File: config.mk
export PLATFORM = sky130hd
export DESIGN_NAME = stripe_request_splitter
export DESIGN_NICKNAME = d
export VERILOG_FILES = /design/src/srs_pkg.sv /design/src/stripe_request_splitter.sv /design/src/srs_ctrl.sv /design/src/srs_datapath.sv
export VERILOG_INCLUDE_DIRS = /design/src /design/src/src
export SDC_FILE = /design/constraint.sdc
export NUM_CORES = 1
export LEC_CHECK = 0
export BUFFER_PORTS_ARGS = -buffer_cell sky130_fd_sc_hd__buf_2
export CAP_MARGIN = 20
export CORE_UTILIZATION = 55
export CTS_BUF_LIST = sky130_fd_sc_hd__clkbuf_16
export CTS_CLUSTER_SIZE = 28
export DETAILED_ROUTE_END_ITERATION = 10
export PLACE_DENSITY_LB_ADDON = 0.1
export SYNTH_ARGS = -nofsm -noshare
export SYNTH_HDL_FRONTEND = slang
export SYNTH_SLANG_ARGS = --single-unit
File: constraint.sdc
create_clock -name i_clk -period 10.45 [get_ports i_clk]
set_input_delay 2.09 -clock i_clk [delete_from_list [all_inputs] [get_ports i_clk]]
set_output_delay 2.09 -clock i_clk [all_outputs]
set_load 0.02 [all_outputs]
File: src/assert_macros.svh
`ifndef ASSERT_MACROS_SVH
`define ASSERT_MACROS_SVH

// Concurrent check on the rising clock edge, ignored while reset is held.
`define CHECK_PROP(label, clk, rst_n, prop, msg) \
    label: assert property (@(posedge clk) disable iff (!rst_n) prop) else $error(msg);

// Same check, also active during reset.
`define CHECK_PROP_ALWAYS(label, clk, prop, msg) \
    label: assert property (@(posedge clk) prop) else $error(msg);

`endif

File: src/srs_pkg.sv
`timescale 1ns / 1ps

package srs_pkg;

    localparam int MAX_SERVERS_DEF     = 32;
    localparam int MAX_SUBREQUESTS_DEF = 64;

    localparam int OP_W     = 3;
    localparam int OFFSET_W = 48;
    localparam int SIZE_W   = 32;
    localparam int SERVER_W = 5;
    localparam int TRACE_W  = 6;
    localparam int KB_W     = 11;
    localparam int NS_W     = 6;

    localparam int CFG_IDX_W  = 1;
    localparam int CFG_DATA_W = 11;

    localparam int IN_TDATA_W  = 80;
    localparam int OUT_TDATA_W = 96;
    localparam int OUT_TUSER_W = 4;

    localparam logic [KB_W-1:0]   STRIDE_KB_RESET = 11'd64;
    localparam logic [KB_W-1:0]   STRIDE_KB_MAX   = 11'd1024;
    localparam logic [NS_W-1:0]   NUM_SERVERS_RESET = 6'd4;
    localparam logic [SIZE_W-1:0] META_BYTES      = 32'd1024;

    localparam logic [CFG_IDX_W-1:0] REG_STRIDE_KB   = 1'd0;
    localparam logic [CFG_IDX_W-1:0] REG_NUM_SERVERS = 1'd1;

    typedef enum logic [OP_W-1:0] {
        OP_OPEN   = 3'd0,
        OP_CREATE = 3'd1,
        OP_DELETE = 3'd2,
        OP_READ   = 3'd3,
        OP_WRITE  = 3'd4
    } t_op;

    typedef struct packed {
        logic load;
        logic advance;
    } t_cmd;

    typedef struct packed {
        logic start_ok;
        logic last;
    } t_sts;

endpackage

File: src/stripe_request_splitter.sv
`timescale 1ns / 1ps
// Stripe request splitter.
// A file request (open, create, delete, read or write) enters on the s_axis
// channel and leaves as a run of sub-requests on the m_axis channel, the final
// one marked by tlast. Open gives one metadata read per server, create a
// create and a metadata write per server, delete one delete per server; read
// and write are cut into stripe-sized chunks placed round-robin on servers.
// A read or write that needs too many chunks gives one item with the error
// flag in tuser; a zero-length read or write, or an unknown kind, gives none.
// The first sub-request is shown the cycle after the request is taken, and
// the sequencer then steps one sub-request per cycle while the receiver is
// ready. A new request is taken only once the last item of the previous one
// is delivered. When the receiver stalls, the current item holds on m_axis.
// The configuration channel is always ready; write it only while idle.
// Reset restores a 64 KB stripe over four servers and drops any run in flight.

`include "assert_macros.svh"

module stripe_request_splitter #(
    parameter int MAX_SERVERS     = srs_pkg::MAX_SERVERS_DEF,
    parameter int MAX_SUBREQUESTS = srs_pkg::MAX_SUBREQUESTS_DEF
) (
    input  logic                            i_clk,
    input  logic                            i_rst_n,
    input  logic                            i_cfg_valid,
    output logic                            o_cfg_ready,
    input  logic [srs_pkg::CFG_IDX_W-1:0]   i_cfg_index,
    input  logic [srs_pkg::CFG_DATA_W-1:0]  i_cfg_data,
    input  logic                            s_axis_tvalid,
    output logic                            s_axis_tready,
    // tdata, from bit 0: req_offset[47:0], req_size[79:48].
    input  logic [srs_pkg::IN_TDATA_W-1:0]  s_axis_tdata,
    // tuser: op[2:0].
    input  logic [srs_pkg::OP_W-1:0]        s_axis_tuser,
    output logic                            m_axis_tvalid,
    input  logic                            m_axis_tready,
    // tdata, from bit 0: sub_offset[47:0], sub_size[79:48], server[84:80],
    // trace_index[90:85], zero fill[95:91].
    output logic [srs_pkg::OUT_TDATA_W-1:0] m_axis_tdata,
    // tuser, from bit 0: sub_op[2:0], error[3].
    output logic [srs_pkg::OUT_TUSER_W-1:0] m_axis_tuser,
    output logic                            m_axis_tlast
);
    import srs_pkg::*;

    t_cmd                w_cmd;
    t_sts                w_sts;
    logic [OP_W-1:0]     w_sub_op;
    logic [OFFSET_W-1:0] w_sub_offset;
    logic [SIZE_W-1:0]   w_sub_size;
    logic [SERVER_W-1:0] w_server;
    logic [TRACE_W-1:0]  w_trace;
    logic                w_error;

    assign o_cfg_ready = 1'b1;

    srs_ctrl u_ctrl (
        .i_clk       (i_clk),
        .i_rst_n     (i_rst_n),
        .i_in_valid  (s_axis_tvalid),
        .o_in_ready  (s_axis_tready),
        .o_out_valid (m_axis_tvalid),
        .i_out_ready (m_axis_tready),
        .i_sts       (w_sts),
        .o_cmd       (w_cmd)
    );

    srs_datapath #(
        .MAX_SERVERS     (MAX_SERVERS),
        .MAX_SUBREQUESTS (MAX_SUBREQUESTS)
    ) u_datapath (
        .i_clk         (i_clk),
        .i_rst_n       (i_rst_n),
        .i_cfg_we      (i_cfg_valid && o_cfg_ready),
        .i_cfg_index   (i_cfg_index),
        .i_cfg_data    (i_cfg_data),
        .i_op          (s_axis_tuser),
        .i_req_offset  (s_axis_tdata[OFFSET_W-1:0]),
        .i_req_size    (s_axis_tdata[OFFSET_W+SIZE_W-1:OFFSET_W]),
        .i_cmd         (w_cmd),
        .o_sts         (w_sts),
        .o_sub_op      (w_sub_op),
        .o_sub_offset  (w_sub_offset),
        .o_sub_size    (w_sub_size),
        .o_server      (w_server),
        .o_trace_index (w_trace),
        .o_last        (m_axis_tlast),
        .o_error       (w_error)
    );

    assign m_axis_tdata = {5'b0, w_trace, w_server, w_sub_size, w_sub_offset};
    assign m_axis_tuser = {w_error, w_sub_op};

    `CHECK_PROP(a_no_accept_while_busy, i_clk, i_rst_n,
        m_axis_tvalid |-> !s_axis_tready, "request accepted while a run is in progress")
    `CHECK_PROP(a_error_is_last, i_clk, i_rst_n,
        (m_axis_tvalid && m_axis_tuser[3]) |-> m_axis_tlast, "error item not marked last")
    `CHECK_PROP(a_idle_after_last, i_clk, i_rst_n,
        (m_axis_tvalid && m_axis_tready && m_axis_tlast) |=> !m_axis_tvalid,
        "output still valid after the last item of a run")

endmodule

File: src/srs_ctrl.sv
`timescale 1ns / 1ps

module srs_ctrl (
    input  logic          i_clk,
    input  logic          i_rst_n,
    input  logic          i_in_valid,
    output logic          o_in_ready,
    output logic          o_out_valid,
    input  logic          i_out_ready,
    input  srs_pkg::t_sts i_sts,
    output srs_pkg::t_cmd o_cmd
);
    import srs_pkg::*;

    typedef enum logic [1:0] {
        ST_IDLE = 2'b01,
        ST_BUSY = 2'b10
    } t_state;

    t_state r_state;
    t_state n_state;

    assign o_in_ready   = (r_state == ST_IDLE);
    assign o_out_valid  = (r_state == ST_BUSY);
    assign o_cmd.load    = i_in_valid && o_in_ready;
    assign o_cmd.advance = o_out_valid && i_out_ready;

    always_comb begin
        n_state = r_state;
        case (r_state)
            ST_IDLE: begin
                // Requests that yield nothing are taken and dropped here.
                if (o_cmd.load && i_sts.start_ok) begin
                    n_state = ST_BUSY;
                end
            end
            ST_BUSY: begin
                if (o_cmd.advance && i_sts.last) begin
                    n_state = ST_IDLE;
                end
            end
            default: begin
                n_state = ST_IDLE;
            end
        endcase
    end

    always_ff @(posedge i_clk) begin
        if (!i_rst_n) begin
            r_state <= ST_IDLE;
        end else begin
            r_state <= n_state;
        end
    end

endmodule

File: src/srs_datapath.sv
`timescale 1ns / 1ps

module srs_datapath #(
    parameter int MAX_SERVERS     = srs_pkg::MAX_SERVERS_DEF,
    parameter int MAX_SUBREQUESTS = srs_pkg::MAX_SUBREQUESTS_DEF
) (
    input  logic                           i_clk,
    input  logic                           i_rst_n,
    input  logic                           i_cfg_we,
    input  logic [srs_pkg::CFG_IDX_W-1:0]  i_cfg_index,
    input  logic [srs_pkg::CFG_DATA_W-1:0] i_cfg_data,
    input  logic [srs_pkg::OP_W-1:0]       i_op,
    input  logic [srs_pkg::OFFSET_W-1:0]   i_req_offset,
    input  logic [srs_pkg::SIZE_W-1:0]     i_req_size,
    input  srs_pkg::t_cmd                  i_cmd,
    output srs_pkg::t_sts                  o_sts,
    output logic [srs_pkg::OP_W-1:0]       o_sub_op,
    output logic [srs_pkg::OFFSET_W-1:0]   o_sub_offset,
    output logic [srs_pkg::SIZE_W-1:0]     o_sub_size,
    output logic [srs_pkg::SERVER_W-1:0]   o_server,
    output logic [srs_pkg::TRACE_W-1:0]    o_trace_index,
    output logic                           o_last,
    output logic                           o_error
);
    import srs_pkg::*;

    localparam int CAP_I = (MAX_SERVERS > 32) ? 32 : MAX_SERVERS;
    localparam logic [NS_W-1:0] NS_CAP = NS_W'(CAP_I);
    localparam logic [NS_W-1:0] NS_RST = (NUM_SERVERS_RESET > NS_CAP) ? NS_CAP
                                                                       : NUM_SERVERS_RESET;
    localparam logic [SIZE_W:0] MAX_SUB = (SIZE_W+1)'(MAX_SUBREQUESTS);

    // Configuration, kept already clamped to its effective range.
    logic [KB_W-1:0] r_k;
    logic [NS_W-1:0] r_ns;

    logic [OP_W-1:0]     r_op;
    logic                r_err;
    logic                r_phase;
    logic [OFFSET_W-1:0] r_off;
    logic [SIZE_W-1:0]   r_size;
    logic [TRACE_W-1:0]  r_idx;
    logic [SERVER_W-1:0] r_srv;

    logic [KB_W-1:0]   w_cfg_k;
    logic [NS_W-1:0]   w_cfg_ns;
    logic [SIZE_W-1:0] w_stride;
    logic [SIZE_W:0]   w_limit;
    logic [SIZE_W-1:0] w_chunk;
    logic              w_rw_last;
    logic              w_idx_last;
    logic              w_in_rw;
    logic              w_in_meta;
    logic              w_srv_wrap;

    always_comb begin
        w_cfg_k = i_cfg_data;
        if (w_cfg_k == '0) begin
            w_cfg_k = KB_W'(1);
        end else if (w_cfg_k > STRIDE_KB_MAX) begin
            w_cfg_k = STRIDE_KB_MAX;
        end
        w_cfg_ns = i_cfg_data[NS_W-1:0];
        if (w_cfg_ns == '0) begin
            w_cfg_ns = NS_W'(1);
        end else if (w_cfg_ns > NS_CAP) begin
            w_cfg_ns = NS_CAP;
        end
    end

    assign w_stride   = SIZE_W'({r_k, 10'b0});
    // A request is too long when it exceeds the chunk limit times the stride.
    assign w_limit    = (SIZE_W+1)'(MAX_SUB * {1'b0, w_stride});
    assign w_chunk    = (r_size >= w_stride) ? w_stride : r_size;
    assign w_rw_last  = (r_size <= w_stride);
    assign w_idx_last = ((r_idx + TRACE_W'(1)) == TRACE_W'(r_ns));
    assign w_srv_wrap = ((NS_W'(r_srv) + NS_W'(1)) == r_ns);

    assign w_in_meta = (i_op == OP_OPEN) || (i_op == OP_CREATE) || (i_op == OP_DELETE);
    assign w_in_rw   = (i_op == OP_READ) || (i_op == OP_WRITE);
    assign o_sts.start_ok = w_in_meta || (w_in_rw && (i_req_size != '0));

    always_comb begin
        o_sub_op      = r_op;
        o_sub_offset  = r_off;
        o_sub_size    = r_size;
        o_server      = r_idx[SERVER_W-1:0];
        o_trace_index = r_idx;
        o_last        = w_idx_last;
        o_error       = 1'b0;
        if (r_err) begin
            o_server      = '0;
            o_trace_index = '0;
            o_last        = 1'b1;
            o_error       = 1'b1;
        end else begin
            case (t_op'(r_op))
                OP_OPEN: begin
                    o_sub_op     = OP_READ;
                    o_sub_offset = '0;
                    o_sub_size   = META_BYTES;
                end
                OP_CREATE: begin
                    if (r_phase) begin
                        o_sub_op      = OP_WRITE;
                        o_sub_offset  = '0;
                        o_sub_size    = META_BYTES;
                        o_trace_index = r_idx + TRACE_W'(r_ns);
                    end else begin
                        o_last = 1'b0;
                    end
                end
                OP_READ, OP_WRITE: begin
                    o_sub_size = w_chunk;
                    o_server   = r_srv;
                    o_last     = w_rw_last;
                end
                default: begin
                end
            endcase
        end
    end

    assign o_sts.last = o_last;

    always_ff @(posedge i_clk) begin
        if (!i_rst_n) begin
            r_k  <= STRIDE_KB_RESET;
            r_ns <= NS_RST;
        end else if (i_cfg_we) begin
            if (i_cfg_index == REG_STRIDE_KB) begin
                r_k <= w_cfg_k;
            end
            if (i_cfg_index == REG_NUM_SERVERS) begin
                r_ns <= w_cfg_ns;
            end
        end
    end

    always_ff @(posedge i_clk) begin
        if (i_cmd.load) begin
            r_op    <= i_op;
            r_off   <= i_req_offset;
            r_size  <= i_req_size;
            r_idx   <= '0;
            r_srv   <= '0;
            r_phase <= 1'b0;
            r_err   <= w_in_rw && ({1'b0, i_req_size} > w_limit);
        end else if (i_cmd.advance) begin
            case (t_op'(r_op))
                OP_CREATE: begin
                    r_phase <= !r_phase;
                    if (r_phase) begin
                        r_idx <= r_idx + TRACE_W'(1);
                    end
                end
                OP_READ, OP_WRITE: begin
                    r_off  <= r_off + OFFSET_W'(w_chunk);
                    r_size <= r_size - w_chunk;
                    r_idx  <= r_idx + TRACE_W'(1);
                    r_srv  <= w_srv_wrap ? '0 : r_srv + SERVER_W'(1);
                end
                default: begin
                    r_idx <= r_idx + TRACE_W'(1);
                end
            endcase
        end
    end

endmodule

; ---- Yosys cells after proc, flatten, opt, wreduce, memory -nomap -nowiden
; Cells that the tools add are included.
[op_classes]
n_addsub = 6
magnitude_cmp = 5
n_eq_ne = 14
mux = 35
bitwise_logic = 1
n_reduce_logical = 26
[ops]
columns = cell, count
row1 = $mux 48, 5
row2 = $mux 32, 6
row3 = $pmux 32 s3, 1
row4 = $pmux 48 s2, 1
row5 = $add 48x32->48, 1
row6 = $mux 6, 7
row7 = $ge 32x21->1, 1
row8 = $gt 32x27->1, 1
row9 = $le 32x21->1, 1
row10 = $reduce_bool 32->1, 1
row11 = $sub 32x32->32, 1
row12 = $mux 11, 2
row13 = $mux 5, 3
row14 = $reduce_and 2->1, 7
row15 = $eq 6x6->1, 2
row16 = $gt 11x11->1 const B, 1
row17 = $logic_not 11->1, 1
row18 = $eq 3x2->1 const B, 3
row19 = $add 5x1->6 const B, 1
row20 = $add 6x1->6 const B, 1
row21 = $add 6x6->6, 1
row22 = $eq 3x1->1 const B, 2
row23 = $eq 3x3->1 const B, 2
row24 = $gt 6x6->1 const B, 1
row25 = 19 further kinds, 34
[word_totals]
reg_bits = 115
inputBits = 100
out_inout_bits = 104
word_cells = 97

; ---- Depth between registers and ports, before layout
; Gate-level depths: netlist of run 1.
[depth]
word_depth = 8
depth_mapped = 21
ltp_nobuf = 19

; ---- Cells and area by module
; A second synthesis of run 1 with hierarchy kept.
[unflattened]
cells_unflattened = 1206
hier_area_um2 = 9870.7
[modules_own_cells]
columns = module, n_inst, cells_per_inst, area_per_inst_um2, seq_area_each_um2
row1 = srs_datapath, 1, 1187, 9705.6, 3103.0
row2 = srs_ctrl, 1, 10, 105.1, 40.0
row3 = stripe_request_splitter, 1, 9, 60.1, 0.0

; ---- Least setup slack after synthesis of run 1
; No wires, ideal clock.
[synth_timing]
kind = reg-to-reg
start = reg u_datapath.r_size[1]
end = reg u_datapath.r_off[31], data pin
setup_ps = 267
arrival_time_ps = 4721
required_time_ps = 10183
path_slack_ps = 5462
path_stages_with_launch = 19
n_path_buf = 2
synth_period_minus_slack_ps = 4988
path_cell_list = edfxtp_1 > or3_1 > or3_4 > or4_1 > a21oi_1 > nor2_1 > buf_6 > clkbuf_1 > nand2_1 > inv_1 > ha_1 > a211oi_1 > o211a_1 > o41ai_1 > a2bb2oi_1 > a32oi_1 > a2111oi_0 > o21a_1 > o31ai_1
[synth_via]
elab_chain_len = 6
[synth_lines]
columns = item, line_no
row1 = start: declaration, srs_datapath.sv:41  ; logic [SIZE_W-1:0] r_size;
row2 = start signal: assignment, srs_datapath.sv:144  ; r_size <= i_req_size;
row3 = start signal: assignment, srs_datapath.sv:159  ; r_size <= r_size - w_chunk;
row4 = $ge 32x21->1, srs_datapath.sv:74  ; assign w_chunk = (r_size >= w_stride) ? w_stride : r_size;
row5 = $mux 32 (*), srs_datapath.sv:74
row6 = $add 48x32->48 (*), srs_datapath.sv:158  ; r_off <= r_off + OFFSET_W'(w_chunk);
row7 = $mux 48 (*), srs_datapath.sv:150  ; case (t_op'(r_op))
row8 = $mux 48 (*), srs_datapath.sv:149  ; end else if (i_cmd.advance) begin
row9 = $mux 48 (*), srs_datapath.sv:141  ; if (i_cmd.load) begin
row10 = end signal: assignment, srs_datapath.sv:143  ; r_off <= i_req_offset;
row11 = end signal: assignment, srs_datapath.sv:158
row12 = end: declaration, srs_datapath.sv:40  ; logic [OFFSET_W-1:0] r_off;
; Mark *: on every way between the ends. The rest lies on a longest branch, timed or not. The select of a mux whose other input is x is not followed.
; A chain may end at the register's enable or synchronous reset.

; ---- Worst setup path after layout of run 1
; Ends and elaborated chain as after synthesis.

==> impl_results.md, run 1 <==
- Share of layout cells above drive strength 1: 19.3%
- Asr flop ratio synth: 0%
- Initial antenna violation count: 0
- Seq/Total Area, Yosys: ~31%
- CP Capture Type: flip-flop
- Total Routing Usage GR: about 30%
- Final HPWL DP: 20900 um
- Clock Latency Late Sink: 0.43 ns
- Worst-case reg-to-reg path depth: 16
- R2r endpoint: u_datapath.r_off[31]$_DFFE_PP_
- Synthesized area: 10100 sq um
- Routed WL per cell: 17.1 um
- R2R Setup Slk: 4.43 ns
- Fmax: 166 MHz
- Crit Path Max Fanout: 21
- Sum Neg Setup Slack: 0 ns
- Pin count of the biggest net entering global routing: 81
- Antenna Nets Post-Route: 0
- Layout Nets: ~1600
- CTS tree: done
- Clk slew on worst S/H paths: 0.06 ns
- Ant diodes: 0
- Number of max-cap violations: 0
- Worst Setup Start Kind: flip-flop
- Final non-filler cell total: 1642
- Worst hold start: u_datapath.r_srv[1]$_SDFFE_PP0P_
- Max Slew Vio Count: 0
- Critical Path AT: 6.17 ns
- Total CTS buffers: 17
- Status: complete, no violations
- Clock Tree Buf Depth: 2
- Clock H-tree levels: 4
- Library cells used by synthesis: 80
- Total global routing overflow: 0
- WHS Endpoint: u_datapath.r_srv[1]$_SDFFE_PP0P_
- Power per cell area: between 100 and 150 nW/um^2
- CTS Sinks: about 120
- Port buffer count: ~200
- Yosys warns: 0
- Minimum clock period: 6.02 ns
- Placed insts: 1609
- Via density per instance: between 5 and 6
- Slew headroom: 42.6%
- Gpl congestion: 0.907
- DR DRC count: 0
- Cells after Synth: approximately 1200
- Post-cts repair resize count: 0
- First-pass DRT Iterations: 5
- P_leak: 0.00500 uW
- First-pass GRT wire length: about 44000 um
- Detailed-route via count: 9632
- Iter 0 DRT Violations: between 900 and 1000
- Critical Path RT: 10.60 ns
- Hold Vio Cnt, Final: 0
- CTS root buf: clkbuf_16
- Routed Wire Length: 28000 um
- Yosys reg bits: between 100 and 150
- CTS Hold Buffers Added: 0
- Worst Tran Pin Value: 0.854 ns
- RSZ-0062 raised after global routing: false
- Hold Crit Class: reg -> reg
- Hold Path Depth: 2
- Peak supply drop: ~0.13 mV
- EDFF count, synth: 84
- Tcrit/Tclk final: 57.6%
- Syn-to-layout area delta: 16.8%
- Crit Path Category: reg -> reg
- Die area: 19000 sq um
- Post-CTS Setup Inserts: 0
- Starting Density: 56.3%
- Most common cell after layout, fill and taps aside: buf_2
- Finished Core Util: about two thirds
- Most frequent cells in the layout: buf_2, nand2_1, nor2_1, a21oi_1, edfxtp_1
- Worst Clk Skew: 0.0104 ns
- Critical R2R Launch: u_datapath.r_size[1]$_DFFE_PP_
- Syn Area/Cell: 8.31 sq um
- Cell Rows: 49
- Post-synth top flop: edfxtp_1
- Ports: 204
- Die Ht: 138 um
- Die width: between 100 and 150 um
- Vias in the first global route: 8667
- Setup violators final: 0
- Placeable Area: 18000 sq um
[registers in the layout, summed over array words and instances, names as in the netlist, 2 cells and up]
signal	cells
u_datapath.r_size	32
u_datapath.r_off	48
u_ctrl.r_state	2
u_datapath.r_op	3
u_datapath.r_k	11
u_datapath.r_ns	6
u_datapath.r_srv	5
u_datapath.r_idx	6
[cell type report]
cell class / count / area (sq um)
inverters: 57 / 216
clock buffers: 17 / 425
clock inverters: 15 / 140
multi-input cells: 1004 / 6570
repair buffers: 205 / 1070
well taps: 229 / 287
flip-flops and latches: 115 / 3140
fillers: 1609 / 6170
[cell families after synthesis]
family | count (synthesis) | share of synthesized area [%]
other | 2 | 0.0740
AND/OR/NAND/NOR | 495 | 25.3
XOR/XNOR | 66 | 5.70
AO/OA/AOI/OAI | 319 | 20.6
multiplexers | 31 | 3.07
flip-flops | 115 | 31.0
buffers and inverters | 117 | 4.88
adder cells (fa/ha/maj) | 75 | 9.40
[cells in the mapped netlist, drive strengths merged, types with 15 or more instances]
master | n | area, sq um
a21o | 22 | 165
a21oi | 87 | 435
and2 | 67 | 422
clkbuf | 44 | 166
dfxtp | 31 | 621
edfxtp | 84 | 2520
ha | 73 | 913
inv | 57 | 214
mux2i | 30 | 300
nand2 | 126 | 480
nand3 | 30 | 150
nand4 | 16 | 100
nor2 | 97 | 364
nor2b | 47 | 294
nor3 | 23 | 115
nor3b | 19 | 143
nor4 | 15 | 109
o21a | 19 | 143
o21ai | 81 | 405
xnor2 | 37 | 324
xor2 | 29 | 254
[worst max path at each step]
stage,from,end,slack [ns],cells past startpoint
after floorplan,u_datapath.r_size[1]$_DFFE_PP_,u_datapath.r_off[31]$_DFFE_PP_,5.46,18
after global placement,u_datapath.r_size[1]$_DFFE_PP_,u_datapath.r_off[37]$_DFFE_PP_,4.79,16
after detailed placement,u_datapath.r_size[1]$_DFFE_PP_,u_datapath.r_off[31]$_DFFE_PP_,4.63,16
after CTS,u_datapath.r_size[1]$_DFFE_PP_,m_axis_tdata[74],4.49,10
after global routing,u_datapath.r_size[1]$_DFFE_PP_,u_datapath.r_off[31]$_DFFE_PP_,4.05,16
final,u_datapath.r_size[1]$_DFFE_PP_,u_datapath.r_off[31]$_DFFE_PP_,4.43,16
[report_power, final]
| part | switching, uW | internal (uW) |
|---|---|---|
| sequential | 47.7 | 555 |
| clock | 229 | 347 |
| combinational | 338 | 218 |
[metrics by stage]
stage,area [sq um],setup WS (ns),power [uW],hold WS [ns]
CTS,11800,4.49,1730,0.519
global placement,11300,4.79,1150,0.504
floorplan,10200,5.46,999,0.462
global route,11900,4.05,1820,0.553
detailed placement,11300,4.63,1150,0.510
finish,11900,4.43,1730,0.518
[critical path, stage by stage (launching register included)]
cell       delay, ns
edfxtp_1        0.47
or3_1           0.46
or3_4           0.38
or4_1           0.50
a21oi_1         0.28
nor2_2          0.21
buf_4           0.24
and2_1          0.17
ha_1            0.33
o21ai_0         0.16
o211a_1         0.25
o41ai_1         0.68
a2bb2oi_1       0.46
a32oi_1         0.31
a2111oi_0       0.58
o21a_1          0.18
o31ai_1         0.07
[layer usage]
layer | GRT usage (%) | vias to the layer above | part of all wire (%)
li1 | - | 4760 | -
met1 | 43.0 | 4485 | 46
met2 | 46.7 | 357 | 46
met3 | 5.26 | 30 | 7.1
met4 | 6.40 | 0 | 1.1
met5 | 0 | - | 0
Note: power is estimated with default switching activity, not from simulation.
==> run 2, diff against run 1 <==
- CORE_UTILIZATION: 55 -> 51
- clock period: 10.45 -> 4.85 ns (I/O delays scaled with it)
==> impl_results.md, run 2 (synthesized netlist as in run 1, its figures left out) <==
- Worst Clk Skew: 0.0122 ns
- First-pass DRT Iterations: 5
- Status: complete, no violations
- Critical Path AT: 4.87 ns
- RSZ-0062 raised after global routing: true
- Initial antenna violation count: 0
- Pre-CTS worst setup slack: -0.217 ns
- Vias in the first global route: just over 9000
- Hold Crit Class: reg -> reg
- CTS Hold Buffers Added: 0
- Worst Tran Pin Value: 1.04 ns
- Detailed-route via count: 10200
- Routed WL per cell: 17.7 um
- Final worst slack: about 0.13 ns
- CP startpoint: u_datapath.r_size[27]$_DFFE_PP_
- Gpl congestion: 0.955
- Clock H-tree levels: 4
- Layout Nets: 1694
- Worst Setup EP: u_datapath.r_size[30]$_DFFE_PP_
- Ports: a little over 200
- DR DRC count: 0
- Slew headroom: between 30% and 40%
- P_leak: about 0.0056 uW
- Antenna Nets Post-Route: 0
- Routed Wire Length: 31700 um
- Worst Setup Start Kind: flip-flop
- Total CTS buffers: 17
- Crit Path Max Fanout: 6
- Max reg flops: 48
- Setup violators final: 0
- Sequential Area: around 3100 sq um
- Port buffer count: roughly 200
- R2r endpoint: u_datapath.r_size[30]$_DFFE_PP_
- Tcrit/Tclk final: 97.4%
- Worst-case reg-to-reg path depth: 19
- CP Capture Type: flip-flop
- Syn-to-layout area delta: 28.9%
- Via density per instance: 5.69
- Ant diodes: 0
- Share of layout cells above drive strength 1: 28.4%
- First-pass GRT wire length: roughly 48000 um
- Fillers: 1712
- Total global routing overflow: 0
- Reg with most FFs: u_datapath.r_off
- Starting Density: 52.1%
- Power per cell area: 291 nW/um^2
- Pin count of the biggest net entering global routing: 76
- Die Ht: 143 um
- Number of max-cap violations: 0
- Fmax: 212 MHz
- Die area: 20500 sq um
- Clk slew on worst S/H paths: 0.06 ns
- Multi-input gate area: 6930 sq um
- CTS Sinks: about 120
- Sum Neg Setup Slack: 0 ns
- Peak supply drop: around 0.24 mV
- Clock Tree Buf Depth: 2
- Die width: around 140 um
- Final HPWL DP: about 24000 um
- Critical R2R Launch: u_datapath.r_size[27]$_DFFE_PP_
- Placeable Area: 19500 sq um
- CTS tree: done
- Hold Vio Cnt, Final: 0
- Most frequent cells in the layout: buf_2, nand2_1, buf_4, nor2_1, edfxtp_1
- R2R Setup Slk: 0.13 ns
- Critical Path RT: roughly 5.0 ns
- Top flop regs: u_datapath.r_off: 48 flops, u_datapath.r_size: 32 flops, u_datapath.r_k: 11 flops
- Crit Path Category: reg -> reg
- Max Slew Vio Count: 0
- Total Routing Usage GR: between 30% and 40%
- Clock Latency Late Sink: 0.43 ns
- Cell Rows: 51
- CTS root buf: clkbuf_16
- Most common cell after layout, fill and taps aside: buf_2
- Iter 0 DRT Violations: ~790
- Minimum clock period: 4.72 ns
run 2: worst max-delay path, stage by stage, from the launching register on:
cell	delay [ns]
edfxtp_1	0.41
or4_4	0.55
nor4_4	0.33
nand4_1	0.28
a21oi_4	0.25
nor2_4	0.06
buf_6	0.14
buf_8	0.15
mux2i_4	0.19
buf_4	0.15
ha_1	0.32
and3_4	0.20
o2111ai_2	0.16
o22ai_2	0.29
nor3b_2	0.08
buf_4	0.16
a31oi_4	0.31
a2111oi_4	0.13
xnor2_1	0.20
o21ai_1	0.07
run 2: repair_timing:
item                       4_1_cts  5_1_grt
pin swaps                        5       19
setup endpoints to repair       37       44
resized for setup               15       50
setup buffers                    2        5
run 2: per-stage QoR:
step	instances	util, %	area, sq um	power [uW]	hold WS (ns)
finish	1797	67.2	13100	3800	0.509
global route	1797	67.2	13100	4000	0.554
CTS	1792	65.6	12800	3730	0.511
detailed placement	1758	62.6	12200	2630	0.504
global placement	1758	62.6	12200	2610	0.500
floorplan	1236	-	10200	2160	0.462
run 2: final cells by class:
class	count	share of cell area [%]
Clock buffer	17	3.25
Timing Repair Buffer	324	15.0
Sequential cell	115	24.0
Tap cell	265	2.54
Inverter	57	1.66
Multi-Input combinational cell	1004	53.0
Clock inverter	15	0.498
run 2: power by group:
part | internal (uW) | total, uW | switching (uW)
Clock | 628 | 1090 | 460
Sequential | 1200 | 1280 | 85.3
Combinational | 603 | 1430 | 828
Total | 2430 | 3800 | 1370
run 2: worst min-delay path by stage:
| stage | from | cells past startpoint | endpoint |
|---|---|---|---|
| final | u_datapath.r_srv[1]$_SDFFE_PP0P_ | 2 | u_datapath.r_srv[1]$_SDFFE_PP0P_ |
| after global routing | u_datapath.r_srv[1]$_SDFFE_PP0P_ | 2 | u_datapath.r_srv[1]$_SDFFE_PP0P_ |
| after CTS | u_datapath.r_srv[1]$_SDFFE_PP0P_ | 2 | u_datapath.r_srv[1]$_SDFFE_PP0P_ |
| after detailed placement | u_datapath.r_srv[1]$_SDFFE_PP0P_ | 2 | u_datapath.r_srv[1]$_SDFFE_PP0P_ |
| after global placement | u_datapath.r_srv[1]$_SDFFE_PP0P_ | 2 | u_datapath.r_srv[1]$_SDFFE_PP0P_ |
| after floorplan | u_datapath.r_k[6]$_SDFFE_PN1P_ | 2 | u_datapath.r_k[6]$_SDFFE_PN1P_ |
run 2: routing by layer:
metal / routed length, um / GRT usage [%]
met2: 14700 / 49.7
met1: 13800 / 41.1
met4: 1010 / 11.3
met5: 0 / 0
met3: 2140 / 5.84
